### src/hdl/dlt_pkg.sv
// Shared widths, reset values and the seconds-to-minutes split for the lap timer.
`default_nettype none
package dlt_pkg;

	localparam int TimeW  = 32;
	localparam int CountW = 5;
	localparam int LimitW = 5;
	localparam int GapW   = 4;
	localparam int MinW   = 7;
	localparam int SecW   = 6;

	localparam logic [LimitW-1:0] LimitReset = 5'd15;
	localparam logic [GapW-1:0]   GapReset   = 4'd1;
	localparam logic [CountW-1:0] CountTop   = 5'd31;

	localparam int SecPerMin = 60;
	localparam int MinCap    = 99;
	// first time value whose minutes saturate
	localparam logic [TimeW-1:0] SatTime = TimeW'(MinCap * SecPerMin + SecPerMin);
	// 2^20 / 60 rounded up; exact for t < SatTime
	localparam logic [27:0] RecipSixty = 28'd17477;

	localparam logic CfgLapLimit = 1'b0;
	localparam logic CfgDebounce = 1'b1;

	localparam logic OpPress = 1'b0;
	localparam logic OpQuery = 1'b1;

	typedef struct packed {
		logic [MinW-1:0] minutes;
		logic [SecW-1:0] seconds;
	} split_t;

	// t % 60 = 4 * ((t >> 2) % 15) + t % 4; mod 15 by nibble sums
	function automatic split_t split_time(input logic [TimeW-1:0] t);
		logic [31:0] qx;
		logic [6:0]  nsum;
		logic [4:0]  fold;
		logic [3:0]  r15;
		logic [27:0] prod;
		split_t      res;
		qx   = {2'b00, t[TimeW-1:2]};
		nsum = '0;
		for (int i = 0; i < 8; i++) begin
			nsum = nsum + 7'(qx[4*i +: 4]);
		end
		fold = 5'(nsum[6:4]) + 5'(nsum[3:0]);
		if (fold >= 5'd15) begin
			r15 = 4'(fold - 5'd15);
		end else begin
			r15 = fold[3:0];
		end
		res.seconds = {r15, t[1:0]};
		prod = 28'(t[12:0]) * RecipSixty;
		if (t >= SatTime) begin
			res.minutes = MinW'(MinCap);
		end else begin
			res.minutes = prod[26:20];
		end
		return res;
	endfunction

endpackage
`default_nettype wire

### src/hdl/debounced_lap_timer.sv
// Debounced lap timer: press/query words in, one status word out per input word.
//
//  channel | handshake                     | payload
//  --------+-------------------------------+-----------------------------------------
//  in      | in_valid / in_stall           | op, now_seconds
//  out     | out_valid / out_stall         | press_accepted, running, lap_count, times
//  cfg     | cfg_valid / cfg_ready (=1)    | cfg_index, cfg_data
//
// One word per cycle while out_stall is low; a stalled output holds words back in the stages.
// Stages: input register, state update + time differences, minute/second split.
// The lap state updates as a word leaves the input register, so words see it in order.
// Each stage advances when it is empty or the stage after it advances; bubbles close up.
// Reset clears the lap state and every valid flag and loads the config registers with their reset values.
`default_nettype none
module debounced_lap_timer (
	input  wire logic                          clk,
	input  wire logic                          arst_n,
	input  wire logic                          in_valid,
	output      logic                          in_stall,
	input  wire logic                          op,
	input  wire logic [dlt_pkg::TimeW-1:0]     now_seconds,
	output      logic                          out_valid,
	input  wire logic                          out_stall,
	output      logic                          press_accepted,
	output      logic                          running,
	output      logic [dlt_pkg::CountW-1:0]    lap_count,
	output      logic [dlt_pkg::MinW-1:0]      total_minutes,
	output      logic [dlt_pkg::SecW-1:0]      total_seconds,
	output      logic [dlt_pkg::MinW-1:0]      current_minutes,
	output      logic [dlt_pkg::SecW-1:0]      current_seconds,
	output      logic [dlt_pkg::MinW-1:0]      last_minutes,
	output      logic [dlt_pkg::SecW-1:0]      last_seconds,
	output      logic [dlt_pkg::MinW-1:0]      prior_minutes,
	output      logic [dlt_pkg::SecW-1:0]      prior_seconds,
	input  wire logic                          cfg_valid,
	output      logic                          cfg_ready,
	input  wire logic                          cfg_index,
	input  wire logic [dlt_pkg::LimitW-1:0]    cfg_data
);

	localparam int TW = dlt_pkg::TimeW;
	localparam int CW = dlt_pkg::CountW;

	// config
	logic [dlt_pkg::LimitW-1:0] lap_limit_q;
	logic [dlt_pkg::GapW-1:0]   gap_q;

	// lap state
	logic [TW-1:0] session_q, lap_start_q, last_press_q, last_lap_q, prior_lap_q;
	logic [CW-1:0] count_q;

	// stage 1: input register
	logic          valid_s1, op_s1;
	logic [TW-1:0] now_s1;

	// stage 2: updated state and time differences
	logic          valid_s2, acc_s2, run_s2;
	logic [CW-1:0] cnt_s2;
	logic [TW-1:0] tot_s2, cur_s2, last_s2, prior_s2;

	// output register
	logic                 out_valid_q, acc_q, run_q;
	logic [CW-1:0]        cnt_q;
	dlt_pkg::split_t      tot_q, cur_q, last_q, prior_q;

	logic adv1, adv2, take1;

	// next-state logic
	logic          press;
	logic [TW-1:0] session_d, last_lap_d, prior_lap_d, lap_start_d;
	logic [CW-1:0] count_d;

	assign adv2     = !out_valid_q || !out_stall;
	assign adv1     = !valid_s2 || adv2;
	assign take1    = valid_s1 && adv1;
	assign in_stall = valid_s1 && !adv1;
	assign cfg_ready = 1'b1;

	always_comb begin
		press       = (op_s1 == dlt_pkg::OpPress) && ((now_s1 - last_press_q) > TW'(gap_q));
		session_d   = session_q;
		last_lap_d  = last_lap_q;
		prior_lap_d = prior_lap_q;
		lap_start_d = lap_start_q;
		count_d     = count_q;
		if (press) begin
			lap_start_d = now_s1;
			if (count_q > lap_limit_q) begin
				session_d   = now_s1;
				last_lap_d  = '0;
				prior_lap_d = '0;
				count_d     = '0;
			end else if (count_q == '0) begin
				session_d   = now_s1;
				last_lap_d  = '0;
				prior_lap_d = '0;
				count_d     = CW'(1);
			end else begin
				prior_lap_d = last_lap_q;
				last_lap_d  = now_s1 - lap_start_q;
				if (count_q != dlt_pkg::CountTop) begin
					count_d = count_q + CW'(1);
				end
			end
		end
	end

	always_ff @(posedge clk or negedge arst_n) begin
		if (!arst_n) begin
			lap_limit_q <= dlt_pkg::LimitReset;
			gap_q       <= dlt_pkg::GapReset;
		end else if (cfg_valid && cfg_ready) begin
			case (cfg_index)
				dlt_pkg::CfgLapLimit: lap_limit_q <= cfg_data;
				dlt_pkg::CfgDebounce: gap_q <= cfg_data[dlt_pkg::GapW-1:0];
				default: ;
			endcase
		end
	end

	always_ff @(posedge clk or negedge arst_n) begin
		if (!arst_n) begin
			session_q    <= '0;
			lap_start_q  <= '0;
			last_press_q <= '0;
			last_lap_q   <= '0;
			prior_lap_q  <= '0;
			count_q      <= '0;
		end else if (take1 && press) begin
			session_q    <= session_d;
			lap_start_q  <= lap_start_d;
			last_press_q <= now_s1;
			last_lap_q   <= last_lap_d;
			prior_lap_q  <= prior_lap_d;
			count_q      <= count_d;
		end
	end

	always_ff @(posedge clk or negedge arst_n) begin
		if (!arst_n) begin
			valid_s1    <= 1'b0;
			valid_s2    <= 1'b0;
			out_valid_q <= 1'b0;
		end else begin
			if (!in_stall) begin
				valid_s1 <= in_valid;
			end
			if (adv1) begin
				valid_s2 <= valid_s1;
			end
			if (adv2) begin
				out_valid_q <= valid_s2;
			end
		end
	end

	always_ff @(posedge clk) begin
		if (in_valid && !in_stall) begin
			op_s1  <= op;
			now_s1 <= now_seconds;
		end
		if (take1) begin
			acc_s2 <= press;
			run_s2 <= count_d != '0;
			cnt_s2 <= count_d;
			if (count_d != '0) begin
				tot_s2   <= now_s1 - session_d;
				cur_s2   <= now_s1 - lap_start_d;
				last_s2  <= last_lap_d;
				prior_s2 <= prior_lap_d;
			end else begin
				tot_s2   <= '0;
				cur_s2   <= '0;
				last_s2  <= '0;
				prior_s2 <= '0;
			end
		end
		if (valid_s2 && adv2) begin
			acc_q   <= acc_s2;
			run_q   <= run_s2;
			cnt_q   <= cnt_s2;
			tot_q   <= dlt_pkg::split_time(tot_s2);
			cur_q   <= dlt_pkg::split_time(cur_s2);
			last_q  <= dlt_pkg::split_time(last_s2);
			prior_q <= dlt_pkg::split_time(prior_s2);
		end
	end

	assign out_valid       = out_valid_q;
	assign press_accepted  = acc_q;
	assign running         = run_q;
	assign lap_count       = cnt_q;
	assign total_minutes   = tot_q.minutes;
	assign total_seconds   = tot_q.seconds;
	assign current_minutes = cur_q.minutes;
	assign current_seconds = cur_q.seconds;
	assign last_minutes    = last_q.minutes;
	assign last_seconds    = last_q.seconds;
	assign prior_minutes   = prior_q.minutes;
	assign prior_seconds   = prior_q.seconds;

	a_run_matches_count: assert property (@(posedge clk) disable iff (!arst_n)
		out_valid |-> (running == (lap_count != '0)))
		else $error("running flag disagrees with lap count");

	a_idle_times_zero: assert property (@(posedge clk) disable iff (!arst_n)
		(out_valid && !running) |-> (total_minutes == '0 && total_seconds == '0 &&
		current_minutes == '0 && last_minutes == '0 && prior_seconds == '0))
		else $error("times not cleared while not running");

	a_seconds_range: assert property (@(posedge clk) disable iff (!arst_n)
		out_valid |-> (total_seconds < 6'd60 && current_seconds < 6'd60 &&
		last_seconds < 6'd60 && prior_seconds < 6'd60))
		else $error("seconds field out of range");

	a_press_records_time: assert property (@(posedge clk) disable iff (!arst_n)
		(take1 && press) |=> (last_press_q == $past(now_s1) && lap_start_q == $past(now_s1)))
		else $error("accepted press did not record its time");

	a_query_keeps_state: assert property (@(posedge clk) disable iff (!arst_n)
		(take1 && op_s1 == dlt_pkg::OpQuery) |=>
		($stable(count_q) && $stable(session_q) && $stable(last_lap_q)))
		else $error("status query changed lap state");

endmodule
`default_nettype wire

### config.mk
export PLATFORM = sky130hd
export DESIGN_NAME = debounced_lap_timer
export DESIGN_NICKNAME = d
export VERILOG_FILES = /design/src/hdl/dlt_pkg.sv /design/src/hdl/debounced_lap_timer.sv
export SDC_FILE = /design/constraint.sdc
export NUM_CORES = 1
export LEC_CHECK = 0
export BUFFER_PORTS_ARGS = -buffer_cell sky130_fd_sc_hd__buf_4
export CAP_MARGIN = 20
export CELL_PAD_IN_SITES_DETAIL_PLACEMENT = 0
export CELL_PAD_IN_SITES_GLOBAL_PLACEMENT = 1
export CORE_MARGIN = 10
export CORE_UTILIZATION = 55
export DETAILED_ROUTE_END_ITERATION = 16
export MAX_ROUTING_LAYER = met4
export PLACE_DENSITY_LB_ADDON = 0.1
export SETUP_SLACK_MARGIN = 0.4
export SLEW_MARGIN = 20
export SYNTH_ARGS = -nofsm -noshare
export SYNTH_HDL_FRONTEND = slang
export SYNTH_SLANG_ARGS = --single-unit
### constraint.sdc
create_clock -name clk -period 15 [get_ports clk]
set_input_delay 3 -clock clk [delete_from_list [all_inputs] [get_ports clk]]
set_output_delay 3 -clock clk [all_outputs]
set_load 0.02 [all_outputs]
# [Yosys cells after proc, flatten, opt, wreduce, memory -nomap -nowiden]
# Cells that the tools add are included.
[classes] n_addsub=41 multipliers=4 div=0 magnitude_cmp=10 n_eq_ne=1 n_shift=0 mux=18 n_bitwise=2 n_reduce_logical=17
[ops] cell="$mux 32" count=10
[ops] cell="$ge 32x13->1 const B" count=4
[ops] cell="$sub 32x32->32" count=4
[ops] cell="$mul 13x15->27 const B" count=4
[ops] cell="$add 7x4->7" count=12
[ops] cell="$gt 32x4->1" count=1
[ops] cell="$add 6x4->7" count=4
[ops] cell="$add 7x2->7" count=4
[ops] cell="$add 5x4->6" count=4
[ops] cell="$add 3x4->5" count=4
[ops] cell="$add 4x4->5" count=4
[ops] cell="$ge 5x4->1 const B" count=4
[ops] cell="$mux 5" count=4
[ops] cell="$mux 4" count=4
[ops] cell="$sub 4x4->4 const B" count=4
[ops] cell="$logic_and 1x1->1" count=6
[ops] cell="$add 5x1->5 const B" count=1
[ops] cell="$gt 5x5->1" count=1
[ops] cell="$logic_not 1->1" count=5
[ops] cell="$logic_not 5->1" count=1
[ops] cell="$ne 5x5->1 const B" count=1
[ops] cell="$reduce_bool 5->1" count=1
[ops] cell="$reduce_and 2->1" count=2
[ops] cell="$logic_or 1x1->1" count=2
[ops] cell="$not 1->1" count=2
[totals] register_bits=404 latch_bits=0 mem_bits_rw=0 mem_bits_ro=0 output_inout_bits=62 word_cells=124 n_memories=0

# [Logic depth before layout (Yosys ltp)]
# Gate-level depths: netlist of the first run.
[depth] depth_word=10 ltp_mapped=39 ltp_nobuf=34

# [Worst setup path after synthesis of the first run]
# OpenSTA, ideal clock, no wires.
[synth_path] path_kind="register to register" start="register now_s1[1]" end="register cur_s2[30] (data pin)" setup_time_ps=262 arrival_ps=7630 setup_slack_ps=7108 stages_incl_launch_ff=37 path_buffers=5 period_less_slack_ps=7892 path_cell_list="edfxtp_1 ha_1 nor2b_4 o31a_1 nor2_1 ha_1 nand3_1 o22ai_1 o22a_1 nor4_1 o2111ai_1 nor4_1 nand4_1 or4b_4 nand2_4 buf_2 buf_2 clkbuf_1 clkbuf_1 o21ai_0 ha_1 fa_1 nor2b_1 o21ai_0 a21boi_0 o21ai_0 a21boi_0 o21ai_0 a21oi_1 or2_2 clkbuf_1 a31o_2 a221oi_2 a211o_1 a2111oi_0 o22ai_1 mux2_1"
[synth_via] elab_chain_len=5 elab_cells_between_ends=7 classes_between="add/sub: 2; order compare: 1; mux: 2; reduce/logical: 2"
[synth_rtl] item="from (decl)" line_no="debounced_lap_timer.sv:54" source="logic [TW-1:0] now_s1;"
[synth_rtl] item="from (signal assigned)" line_no="debounced_lap_timer.sv:160" source="now_s1 <= now_seconds;"
[synth_rtl] item="$sub 32x32->32" line_no="debounced_lap_timer.sv:80" source="press = (op_s1 == dlt_pkg::OpPress) && ((now_s1 - last_press_q) > TW'(gap_q));"
[synth_rtl] item="$gt 32x4->1" line_no="debounced_lap_timer.sv:80"
[synth_rtl] item="$logic_and 1x1->1" line_no="debounced_lap_timer.sv:80"
[synth_rtl] item="$mux 32" line_no="debounced_lap_timer.sv:86" source="if (press) begin"
[synth_rtl] item="via lap_start_d[0]" line_no="debounced_lap_timer.sv:70" source="logic [TW-1:0] session_d, last_lap_d, prior_lap_d, lap_start_d;"
[synth_rtl] item="$sub 32x32->32" line_no="debounced_lap_timer.sv:168" source="cur_s2 <= now_s1 - lap_start_d;"
[synth_rtl] item="to (signal assigned)" line_no="debounced_lap_timer.sv:168"
[synth_rtl] item="to (decl)" line_no="debounced_lap_timer.sv:59" source="logic [TW-1:0] tot_s2, cur_s2, last_s2, prior_s2;"
# The timed path passes the listed nets, and every way through them passes these cells.
# A chain may end at the register's enable or synchronous reset.

# [Final worst setup path of the first run]
[layout_path] start="register now_s1[12]" end="register cur_s2[24] (data pin)"
[layout_via] elab_chain_len=5 elab_cells_between_ends=7 classes_between="add/sub: 2; order compare: 1; mux: 2; reduce/logical: 2"
[layout_rtl] item="$sub 32x32->32" line_no="debounced_lap_timer.sv:80"
[layout_rtl] item="$gt 32x4->1" line_no="debounced_lap_timer.sv:80"
[layout_rtl] item="$logic_and 1x1->1" line_no="debounced_lap_timer.sv:80"
[layout_rtl] item="$mux 32 / $mux 5 (equally long branches)" line_no="debounced_lap_timer.sv:86"
[layout_rtl] item="$sub 32x32->32 / $reduce_bool 5->1 (equally long branches)" line_no="debounced_lap_timer.sv:168, debounced_lap_timer.sv:166"
# Parallel ways exist; a longest one is shown, timed or not.

==> reports/qor.yml, run 1 <==
syn_to_layout_area_delta_pct: 9.73
antenna_found_initial: 1
max_freq_ghz: 0.115
element_type_at_the_critical_path_end: "flop"
critical_path.max_stage_delay_ps: 680
tritoncts: "yes"
fillerInstances: 4974
synth_fp_nets: 3934
routabilityCongestion: 1.02
initial_utilization_pct: 55.3
post-cts-setup-buffer-count: 0
worst_path_cell_with_the_longest_stage_delay: "sky130_fd_sc_hd__or4b_4"
row_count: 89
cts-htree-levels: 2
ys.warnings.count: 0
global_route.usage.met1_pct: 36.1
clk_latency_worst_skew_pair_ps: 600
drt-initial-drc-count: 2169
crit_required_ps: 15330
gr-max-usage-layer: "met2"
cts-buffers-inserted: 47
post-synth-top-area-cell: "sky130_fd_sc_hd__edfxtp_1"
synth.most_common_cell: "sky130_fd_sc_hd__ha_1"
core-area_um2: 58800
die_w_um: 263
tightest_slew_ps: 1220
maxSlewViolCount: 0
design.final.nets: 4008
synth-edff-count: 227
synth-main-ff-cell: "sky130_fd_sc_hd__edfxtp_1"
final_core_util_pct: 60.7
synth_seq_cells: 404
design.portCount: 106
synth_sequential_area_ratio_pct: 34.6
worstPathArrival_ps: 9050
drt_first_pass_iters: 6
detailed_route_wl_mm: 96.5
rsz0062_at_grt: "no"
first_global_vias: 25500
fraction_of_final_layout_cells_sized_beyond_drive_strength_1_pct: 8.39
post_synth_main_area_contributors: "sky130_fd_sc_hd__edfxtp_1, sky130_fd_sc_hd__ha_1, sky130_fd_sc_hd__dfrtp_1"
worst_setup_hold_path_clk_slew_ps: 60
place.port_buffers: 104
timing.final.crit_period_ps: 8730
grt.overflow.total: 0
layout.cell_area.non_filler_um2: 35700
finalClockSkew_ps: 28.5
synth_largest_type_area_fraction_pct: 21.0
detail-route-antenna-nets: 0
holdBufCountCts: 0
report.final.setup_viol: 0
groute.layer.met3.usage_pct: 3.42
maximum_number_of_pins_on_one_net_before_global_route_repair: 91
worstHoldPathType: "reg2reg"
ctsLongestPathBuffers: 3
cp_max_fo: 48
num_vias: 25500
drv.max_cap_violation_count: 0
cts_root_buf: "sky130_fd_sc_hd__clkbuf_16"
finalSetupTns_ps: 0
fin_crit_sh_pct: 58.2
via_per_inst: 6.05
critPathLaunchType: "flop"
drc: 0
first_pass_grt_wire_length_mm: 149
synth_area_um2: 32500
placed_area_um2: 34100
post_drt_wl_per_cell_um: 22.9
synth_cells: 3320
ctsResizeCount: 0
hpwlAfterDp_mm: 74.9
grtUsageMet2_pct: 45.2
die_area_um2: 69300
synthTopCellsByCount: "sky130_fd_sc_hd__ha_1, sky130_fd_sc_hd__inv_1, sky130_fd_sc_hd__nand2_1"
timing.max_slew.rel_slack_pct: 18.6
ys_async_sr_fraction_pct: 43.8
grt_use_total_pct: 28.1
synthDistinctLibCells: 95
height_of_the_chip_um: 263
clock_sink_count: 404
outcome: "finished clean"
antennaDiodeCount: 0
count_of_final_hold_check_violations: 0
fin_hold_ws_ps: 422
path_class: "reg2reg"
synth_area_per_cell_um2: 9.80
## worst paths after layout
check | startpoint | to | slack (ps) | cells after the start
worst min-delay path | cnt_s2[1] | lap_count[1] | 420 | 0
max in group asynchronous | arst_n | prior_lap_q[4] | 10430 | 3
min in group asynchronous | arst_n | count_q[4] | 2350 | 1
worst max-delay path | now_s1[12] | cur_s2[24] | 6270 | 28
worst min register to register | cnt_s2[1] | lap_count[1] | 420 | 0
worst max register to register | now_s1[12] | cur_s2[24] | 6270 | 28
## worst max-delay path, delay by kind of cell (launching register included)
kind	cells	cell delay, ps
AO/OA/AOI/OAI	15	3890
adder cells (fa/ha/maj)	2	770
buffers and inverters	2	400
multiplexers	1	360
AND/OR/NAND/NOR	8	2420
flip-flops	1	620
## state kept, by name (all words and copies together), names as in the netlist, 32 cells and up
register / count
cur_s2: 32
lap_start_q: 32
last_lap_q: 32
last_press_q: 32
last_s2: 32
now_s1: 32
prior_lap_q: 32
prior_s2: 32
session_q: 32
tot_s2: 32
## stage by stage
| step | setup WS (ps) | std cells |
|---|---|---|
| after floorplan | 7110 | 3320 |
| after global routing | 5790 | 4205 |
| final | 6270 | 4205 |
| after CTS | 6510 | 4205 |
| after detailed placement | 6560 | 4118 |
| after global placement | 6660 | 4118 |
## cell type report
type / count / area, µm² / area share, %
Clock inverter: 31 / 294 / 0.824
Inverter: 339 / 1270 / 3.57
Multi-Input combinational cell: 2470 / 19600 / 55.0
Clock buffer: 56 / 1290 / 3.62
Timing Repair Buffer: 132 / 995 / 2.79
Tap cell: 773 / 967 / 2.71
Sequential cell: 404 / 11300 / 31.5
## placed cells by master, fill, tap and decap left out, drive strengths merged, types with 31 or more instances in the layout
cell type / synthesis / layout
a31oi: 31 / 31
o21ai: 221 / 221
clkbuf: 78 / 56
inv: 338 / 341
a22oi: 38 / 38
a22o: 41 / 41
buf: 29 / 132
nand3: 54 / 54
ha: 410 / 410
nor2: 231 / 231
a21o: 72 / 72
nand2: 310 / 310
nor3: 62 / 62
xnor2: 79 / 79
nor2b: 35 / 35
xor2: 45 / 45
edfxtp: 227 / 227
fa: 160 / 160
a21oi: 216 / 216
nand2b: 37 / 37
dfrtp: 172 / 172
## cells by family after synthesis
family | count (synthesis) | synth area share [%]
and+or+nand+nor | 880 | 12.6
AOI/OAI and AO/OA | 819 | 16.2
adders and majority gates | 595 | 26.4
buffers and inverters | 446 | 5.23
DFF | 404 | 34.6
xor gates and xnor gates | 124 | 3.34
muxes | 51 | 1.66
other | 1 | 0.0115
## per-layer routing
layer	wire length, µm	vias to the layer above	share of wire (%)
met5	0	-	0
met4	3880	0	4.0
met3	4990	155	5.2
met2	45600	786	47
met1	42000	12600	44
li1	-	12000	-
Power of run 1 is left out: the tool's default activity adds up to more than one toggle a clock period on the data nets, which glitch-free logic cannot reach.
==> run 2, diff against run 1 <==
Settings changed: ABC_AREA from default to 1, CORE_UTILIZATION 55 to 44.
Clock period 15 ns to 7.2 ns, I/O delays scaled along.
==> reports/qor.yml, run 2 <==
cts-htree-levels: 2  # unchanged
core-area_um2: 75600  # +29%
worst_r2r_endpoint: "tot_s2[22]"
register_to_register_setup_slack_ps: 1060  # -5210 ps
via_per_inst: 5.01  # -17%
die_area_um2: 87400  # +26%
detail-route-antenna-nets: 0  # unchanged
place.port_buffers: 104  # unchanged
synth_area_um2: 33400  # +2.8%
drc: 0  # unchanged
num_vias: 26100  # +2.6%
drv.max_cap_violation_count: 0  # unchanged
crit_top_cell: "sky130_fd_sc_hd__nand2_1"
worst-r2r-cell-count: 39  # +39%
count_of_final_hold_check_violations: 0  # unchanged
ys.warnings.count: 0  # unchanged
critical_path.max_stage_delay_ps: 520  # -160 ps
path_class: "reg2reg"
timing.final.crit_period_ps: 6140  # -2590 ps
post-synth-top-area-cell: "sky130_fd_sc_hd__edfxtp_1"
finalSetupTns_ps: 0  # unchanged
maxSlewViolCount: 0  # unchanged
crit-reg2reg-launch: "now_s1[2]"
antennaDiodeCount: 0  # unchanged
fraction_of_final_layout_cells_sized_beyond_drive_strength_1_pct: 7.51  # -0.88 points
post_drt_wl_per_cell_um: 17.1  # -25%
synth_fp_nets: 4698  # +19%
hold_path_end: "running"
design.final.nets: 4810  # +20%
worstPathArrival_ps: 6480  # -2570 ps
grtUsageMet2_pct: 34.3  # -11 points
hpwlAfterDp_mm: 71.1  # -5.0%
timing.max_slew.rel_slack_pct: 32.2  # +14 points
die_w_um: 296  # +12%
syn_to_layout_area_delta_pct: 10.6
grt.overflow.total: 0  # unchanged
clk_latency_worst_skew_pair_ps: 600  # about the same
element_type_at_the_critical_path_end: "flop"
holdCritStartpoint: "run_s2"
worstHoldPathType: "reg2reg"
ys_async_sr_fraction_pct: 43.8  # unchanged
global_route.usage.met1_pct: 28.6  # -7.5 points
worst_path_cell_with_the_longest_stage_delay: "sky130_fd_sc_hd__edfxtp_1"
drt-initial-drc-count: 1651  # -24%
worst_setup_hold_path_clk_slew_ps: 60  # about the same
gr-max-usage-layer: "met2"
report.final.setup_viol: 0  # unchanged
synth.most_common_cell: "sky130_fd_sc_hd__nand2_1"
fin_crit_sh_pct: 85.3  # +27 points
detailed_route_wl_mm: 89.2  # -7.5%
synthTopCellsByCount: "sky130_fd_sc_hd__nand2_1, sky130_fd_sc_hd__inv_1, sky130_fd_sc_hd__ha_1"
rsz0062_at_grt: "no"
timing.hold.worst_path_depth: 0  # unchanged
height_of_the_chip_um: 296  # +12%
synthDistinctLibCells: 62  # -35%
antenna_found_initial: 0  # -1
synth-edff-count: 227  # unchanged
first_pass_grt_wire_length_mm: 144  # -3.2%
crit_required_ps: 7540  # -7790 ps
drt_first_pass_iters: 5  # -1
critPathLaunchType: "flop"
ctsLongestPathBuffers: 3  # unchanged
synth_largest_type_area_fraction_pct: 20.4  # -0.57 points
synth_area_per_cell_um2: 8.19  # -16%
layout.cells.most_common: "sky130_fd_sc_hd__nand2_1"
groute.layer.met3.usage_pct: 2.54  # -0.88 points
routabilityCongestion: 0.924  # -9.9%
row_count: 101  # +13%
first_global_vias: 26100  # +2.4%
synth_cells: 4084  # +23%
synth_sequential_area_ratio_pct: 33.7  # -0.94 points
outcome: "finished clean"
initial_utilization_pct: 44.2  # -11 points
finalClockSkew_ps: 21.1  # -7.46 ps
cp_max_fo: 8  # -83%
post_synth_main_area_contributors: "sky130_fd_sc_hd__edfxtp_1, sky130_fd_sc_hd__ha_1, sky130_fd_sc_hd__dfrtp_1"
grt_use_total_pct: 21.4  # -6.8 points
synth-main-ff-cell: "sky130_fd_sc_hd__edfxtp_1"
max_freq_ghz: 0.163  # +42%
clock_sink_count: 404  # unchanged
tritoncts: "yes"
cts_root_buf: "sky130_fd_sc_hd__clkbuf_16"
design.portCount: 106  # unchanged
tightest_slew_ps: 1010  # -203 ps
cts-buffers-inserted: 47  # unchanged
most-common-layout-cells: "sky130_fd_sc_hd__nand2_1, sky130_fd_sc_hd__inv_1, sky130_fd_sc_hd__ha_1, sky130_fd_sc_hd__o21ai_0, sky130_fd_sc_hd__nor2_1"
synth_seq_cells: 404  # unchanged
maximum_number_of_pins_on_one_net_before_global_route_repair: 105  # +15%
[run 2: cell types whose count changed after synthesis, moves of 41 or more]
cell / delta
sky130_fd_sc_hd__nand2_1: +637
sky130_fd_sc_hd__inv_1: +381
sky130_fd_sc_hd__o21ai_0: +121
sky130_fd_sc_hd__nand3_1: +93
sky130_fd_sc_hd__a21o_1: -65
sky130_fd_sc_hd__nor2_1: +65
sky130_fd_sc_hd__inv_2: +53
sky130_fd_sc_hd__xnor2_1: -52
sky130_fd_sc_hd__nor3_1: -46
sky130_fd_sc_hd__a22o_1: -41
[run 2: kinds of logic (layout without fill, tap and decap cells)]
| logic type | count (synthesis) | after routing | share of synthesized area (%) |
|---|---|---|---|
| and+or+nand+nor | 1494 | 1494 | 18.2 |
| DFF | 404 | 404 | 33.7 |
| AOI/OAI and AO/OA | 682 | 682 | 11.1 |
| xor gates and xnor gates | 73 | 73 | 1.91 |
| adders and majority gates | 570 | 570 | 24.9 |
| buffers and inverters | 849 | 1000 | 9.79 |
| other | 1 | 1 | 0.0112 |
| muxes | 11 | 11 | 0.344 |
[run 2: cell type report]
cell class,instances,area [µm²]
clock buffer,57,1250
clock inverter,31,328
fill,7472,38600
inverter,772,2900
multi-input combinational,2831,19000
sequential,404,11300
tap,978,1220
timing repair buffer,140,1060
[run 2: critical path, delay by kind of cell (launching register included)]
| family | cells | cell delay (ps) |
|---|---|---|
| adders and majority gates | 4 | 1300 |
| xor gates and xnor gates | 1 | 160 |
| AOI/OAI and AO/OA | 8 | 1340 |
| and+or+nand+nor | 21 | 2290 |
| buffers and inverters | 5 | 290 |
| DFF | 1 | 520 |
[run 2: repair_timing]
item                                    in CTS  in global routing
gates resized for setup                      0                  2
endpoints found under the setup margin       0                  1
buffers inserted                             0                  3
hold buffers                                 0                  0
[run 2: stage by stage]
stage               utilization [%]  setup WS [ps]  hold WS [ps]  instances  cell area [µm²]
CTS                            48.9           1020           416       5210            36900
global route                   48.9            422           424       5213            37000
global placement               46.8           1180           403       5122            35400
floorplan                         -           1550           400       4084            33400
finish                         48.9           1060           417       5213            37000
detailed placement             46.8           1060           406       5122            35400
[run 2: routing by layer]
metal,vias to the layer above,part of all wire [%]
met5,-,0
met4,0,2.5
met3,103,3.7
met2,445,46
met1,12100,48
li1,13400,-
[run 2: how the worst max path moves through the flow]
stage | start | endpoint | slack, ps | cells past startpoint
2_1_floorplan | now_s1[2] | cur_s2[20] | 1550 | 51
3_3_place_gp | now_s1[1] | cur_s2[20] | 1180 | 44
3_5_place_dp | now_s1[1] | tot_s2[22] | 1060 | 36
4_1_cts | now_s1[1] | tot_s2[22] | 1020 | 36
5_1_grt | now_s1[2] | cur_s2[20] | 420 | 47
6_report | now_s1[2] | tot_s2[22] | 1060 | 39
Power of run 2 is left out for the same reason.
==> run 3, diff against run 2 <==
Settings changed: CORE_ASPECT_RATIO from default to 1.5, SLEW_MARGIN 20 to 40.
==> reports/qor.yml, run 3 (synthesis results as in run 2) <==
outcome: "finished clean"
core-area_um2: 75100  # -0.62%
count_of_final_hold_check_violations: 0  # unchanged
timing.max_slew.rel_slack_pct: 46.1  # +14 points
most-common-layout-cells: "sky130_fd_sc_hd__nand2_1, sky130_fd_sc_hd__inv_1, sky130_fd_sc_hd__ha_1, sky130_fd_sc_hd__o21ai_0, sky130_fd_sc_hd__nor2_1"
fin_crit_sh_pct: 84.2  # -1.1 points
worst_setup_hold_path_clk_slew_ps: 60  # about the same
dp.cells: 5146  # +0.47%
first_global_vias: 26900  # +3.1%
place.port_buffers: 104  # unchanged
cts-buffers-inserted: 43  # -8.5%
postLayoutSetupSlackWorst_ps: 1140  # +80.9 ps
fillerInstances: 7628  # +2.1%
maximum_number_of_pins_on_one_net_before_global_route_repair: 136  # +30%
tritoncts: "yes"
path_class: "reg2reg"
height_of_the_chip_um: 358  # +21%
pre_cts_slack_ps: 814  # -242 ps
num_vias: 26300  # +0.86%
finalSetupTns_ps: 0  # unchanged
routabilityCongestion: 0.910  # -1.4%
layout.cells.most_common: "sky130_fd_sc_hd__nand2_1"
antennaDiodeCount: 0  # unchanged
detail-route-antenna-nets: 0  # unchanged
ctsLongestPathBuffers: 3  # unchanged
detailed_route_wl_mm: 93.5  # +4.7%
crit_required_ps: 7560  # +20 ps
via_per_inst: 5.04  # +0.55%
syn_to_layout_area_delta_pct: 10.2
rsz0062_at_grt: "yes"
timing.final.crit_period_ps: 6060  # -80.9 ps
die_w_um: 245  # -17%
drt-initial-drc-count: 1396  # -15%
worstPathArrival_ps: 6420  # -60 ps
cts_root_buf: "sky130_fd_sc_hd__clkbuf_16"
max_freq_ghz: 0.165  # +1.3%
drt_first_pass_iters: 8  # +3
grt_use_total_pct: 22.2  # +0.88 points
element_type_at_the_critical_path_end: "flop"
design.final.nets: 4808  # -0.042%
tightest_slew_ps: 809  # -206 ps
crit_top_cell: "sky130_fd_sc_hd__nor2_1"
maxSlewViolCount: 0  # unchanged
cts-htree-levels: 2  # unchanged
drc: 0  # unchanged
post_layout_nonfiller_instances: 5229  # +0.31%
post_drt_wl_per_cell_um: 17.9  # +4.4%
crit_family: "simple AND/OR/NAND/NOR gates"
worstHoldPathType: "reg2reg"
die_area_um2: 87600  # +0.26%
drv.max_cap_violation_count: 0  # unchanged
critPathBufInv: 7  # +2
finalClockSkew_ps: 22.2  # +1.13 ps
first_pass_grt_wire_length_mm: 149  # +2.9%
critPathLaunchType: "flop"
grt.overflow.total: 0  # unchanged
cp_max_fo: 26  # +18
initial_utilization_pct: 44.5  # +0.28 points
hpwlAfterDp_mm: 75.2  # +5.7%
report.final.setup_viol: 0  # unchanged
clock_sink_count: 404  # unchanged
design.portCount: 106  # unchanged
worst_path_cell_with_the_longest_stage_delay: "sky130_fd_sc_hd__fa_1"
antenna_found_initial: 0  # unchanged
row_count: 123  # +22%
clk_latency_worst_skew_pair_ps: 610  # about the same
critical_path.max_stage_delay_ps: 440  # -80 ps
holdBufCountCts: 0  # unchanged
fraction_of_final_layout_cells_sized_beyond_drive_strength_1_pct: 7.61  # +0.11 points
fin_hold_ws_ps: 420  # +3.14 ps
## run 3: what timing repair did
| action | CTS | global route |
|---|---|---|
| setup buffers | 0 | 3 |
| resized for setup | 0 | 6 |
| endpoints found under the setup margin | 0 | 22 |
## run 3: per-stage QoR
step	utilization [%]	instance area [µm²]
floorplan	-	33400
CTS	49.0	36800
detailed placement	47.2	35500
finish	49.1	36800
global placement	47.1	35400
global route	49.1	36800
## run 3: path summary, 6_finish.rpt
check,startpoint,end,slack (ps),cells after the start
setup / recovery,now_s1[0],cur_s2[20],1140,45
hold / removal,cnt_s2[2],lap_count[2],420,0
setup reg to reg,now_s1[0],cur_s2[20],1140,45
hold reg to reg,cnt_s2[2],lap_count[2],420,0
max in group asynchronous,arst_n,last_press_q[27],5410,3
min in group asynchronous,arst_n,count_q[3],760,1
## run 3: per-layer routing
metal / up-vias / track usage (%) / wire (µm)
met5: - / - / 0
met4: 0 / 9.05 / 4100
met3: 158 / 2.23 / 2850
met2: 440 / 40.1 / 48600
met1: 12300 / 24.7 / 37900
li1: 13400 / - / -
## run 3: cell type report
cell class,count,area (µm²),area share [%]
Tap cell,1000,1250,3.40
Timing Repair Buffer,142,1140,3.09
Inverter,772,2900,7.88
Clock inverter,35,239,0.649
Sequential cell,404,11300,30.5
Clock buffer,45,1090,2.97
Multi-Input combinational cell,2831,19000,51.5
## run 3: worst register-to-register path, delay by kind of cell (launching register included)
kind            cells  cell delay, ps
buf+inv             7             660
simple gates       26            2440
compound gates      7            1090
flops               1             380
fa+ha+maj           5            1240
Power of run 3 is left out for the same reason.
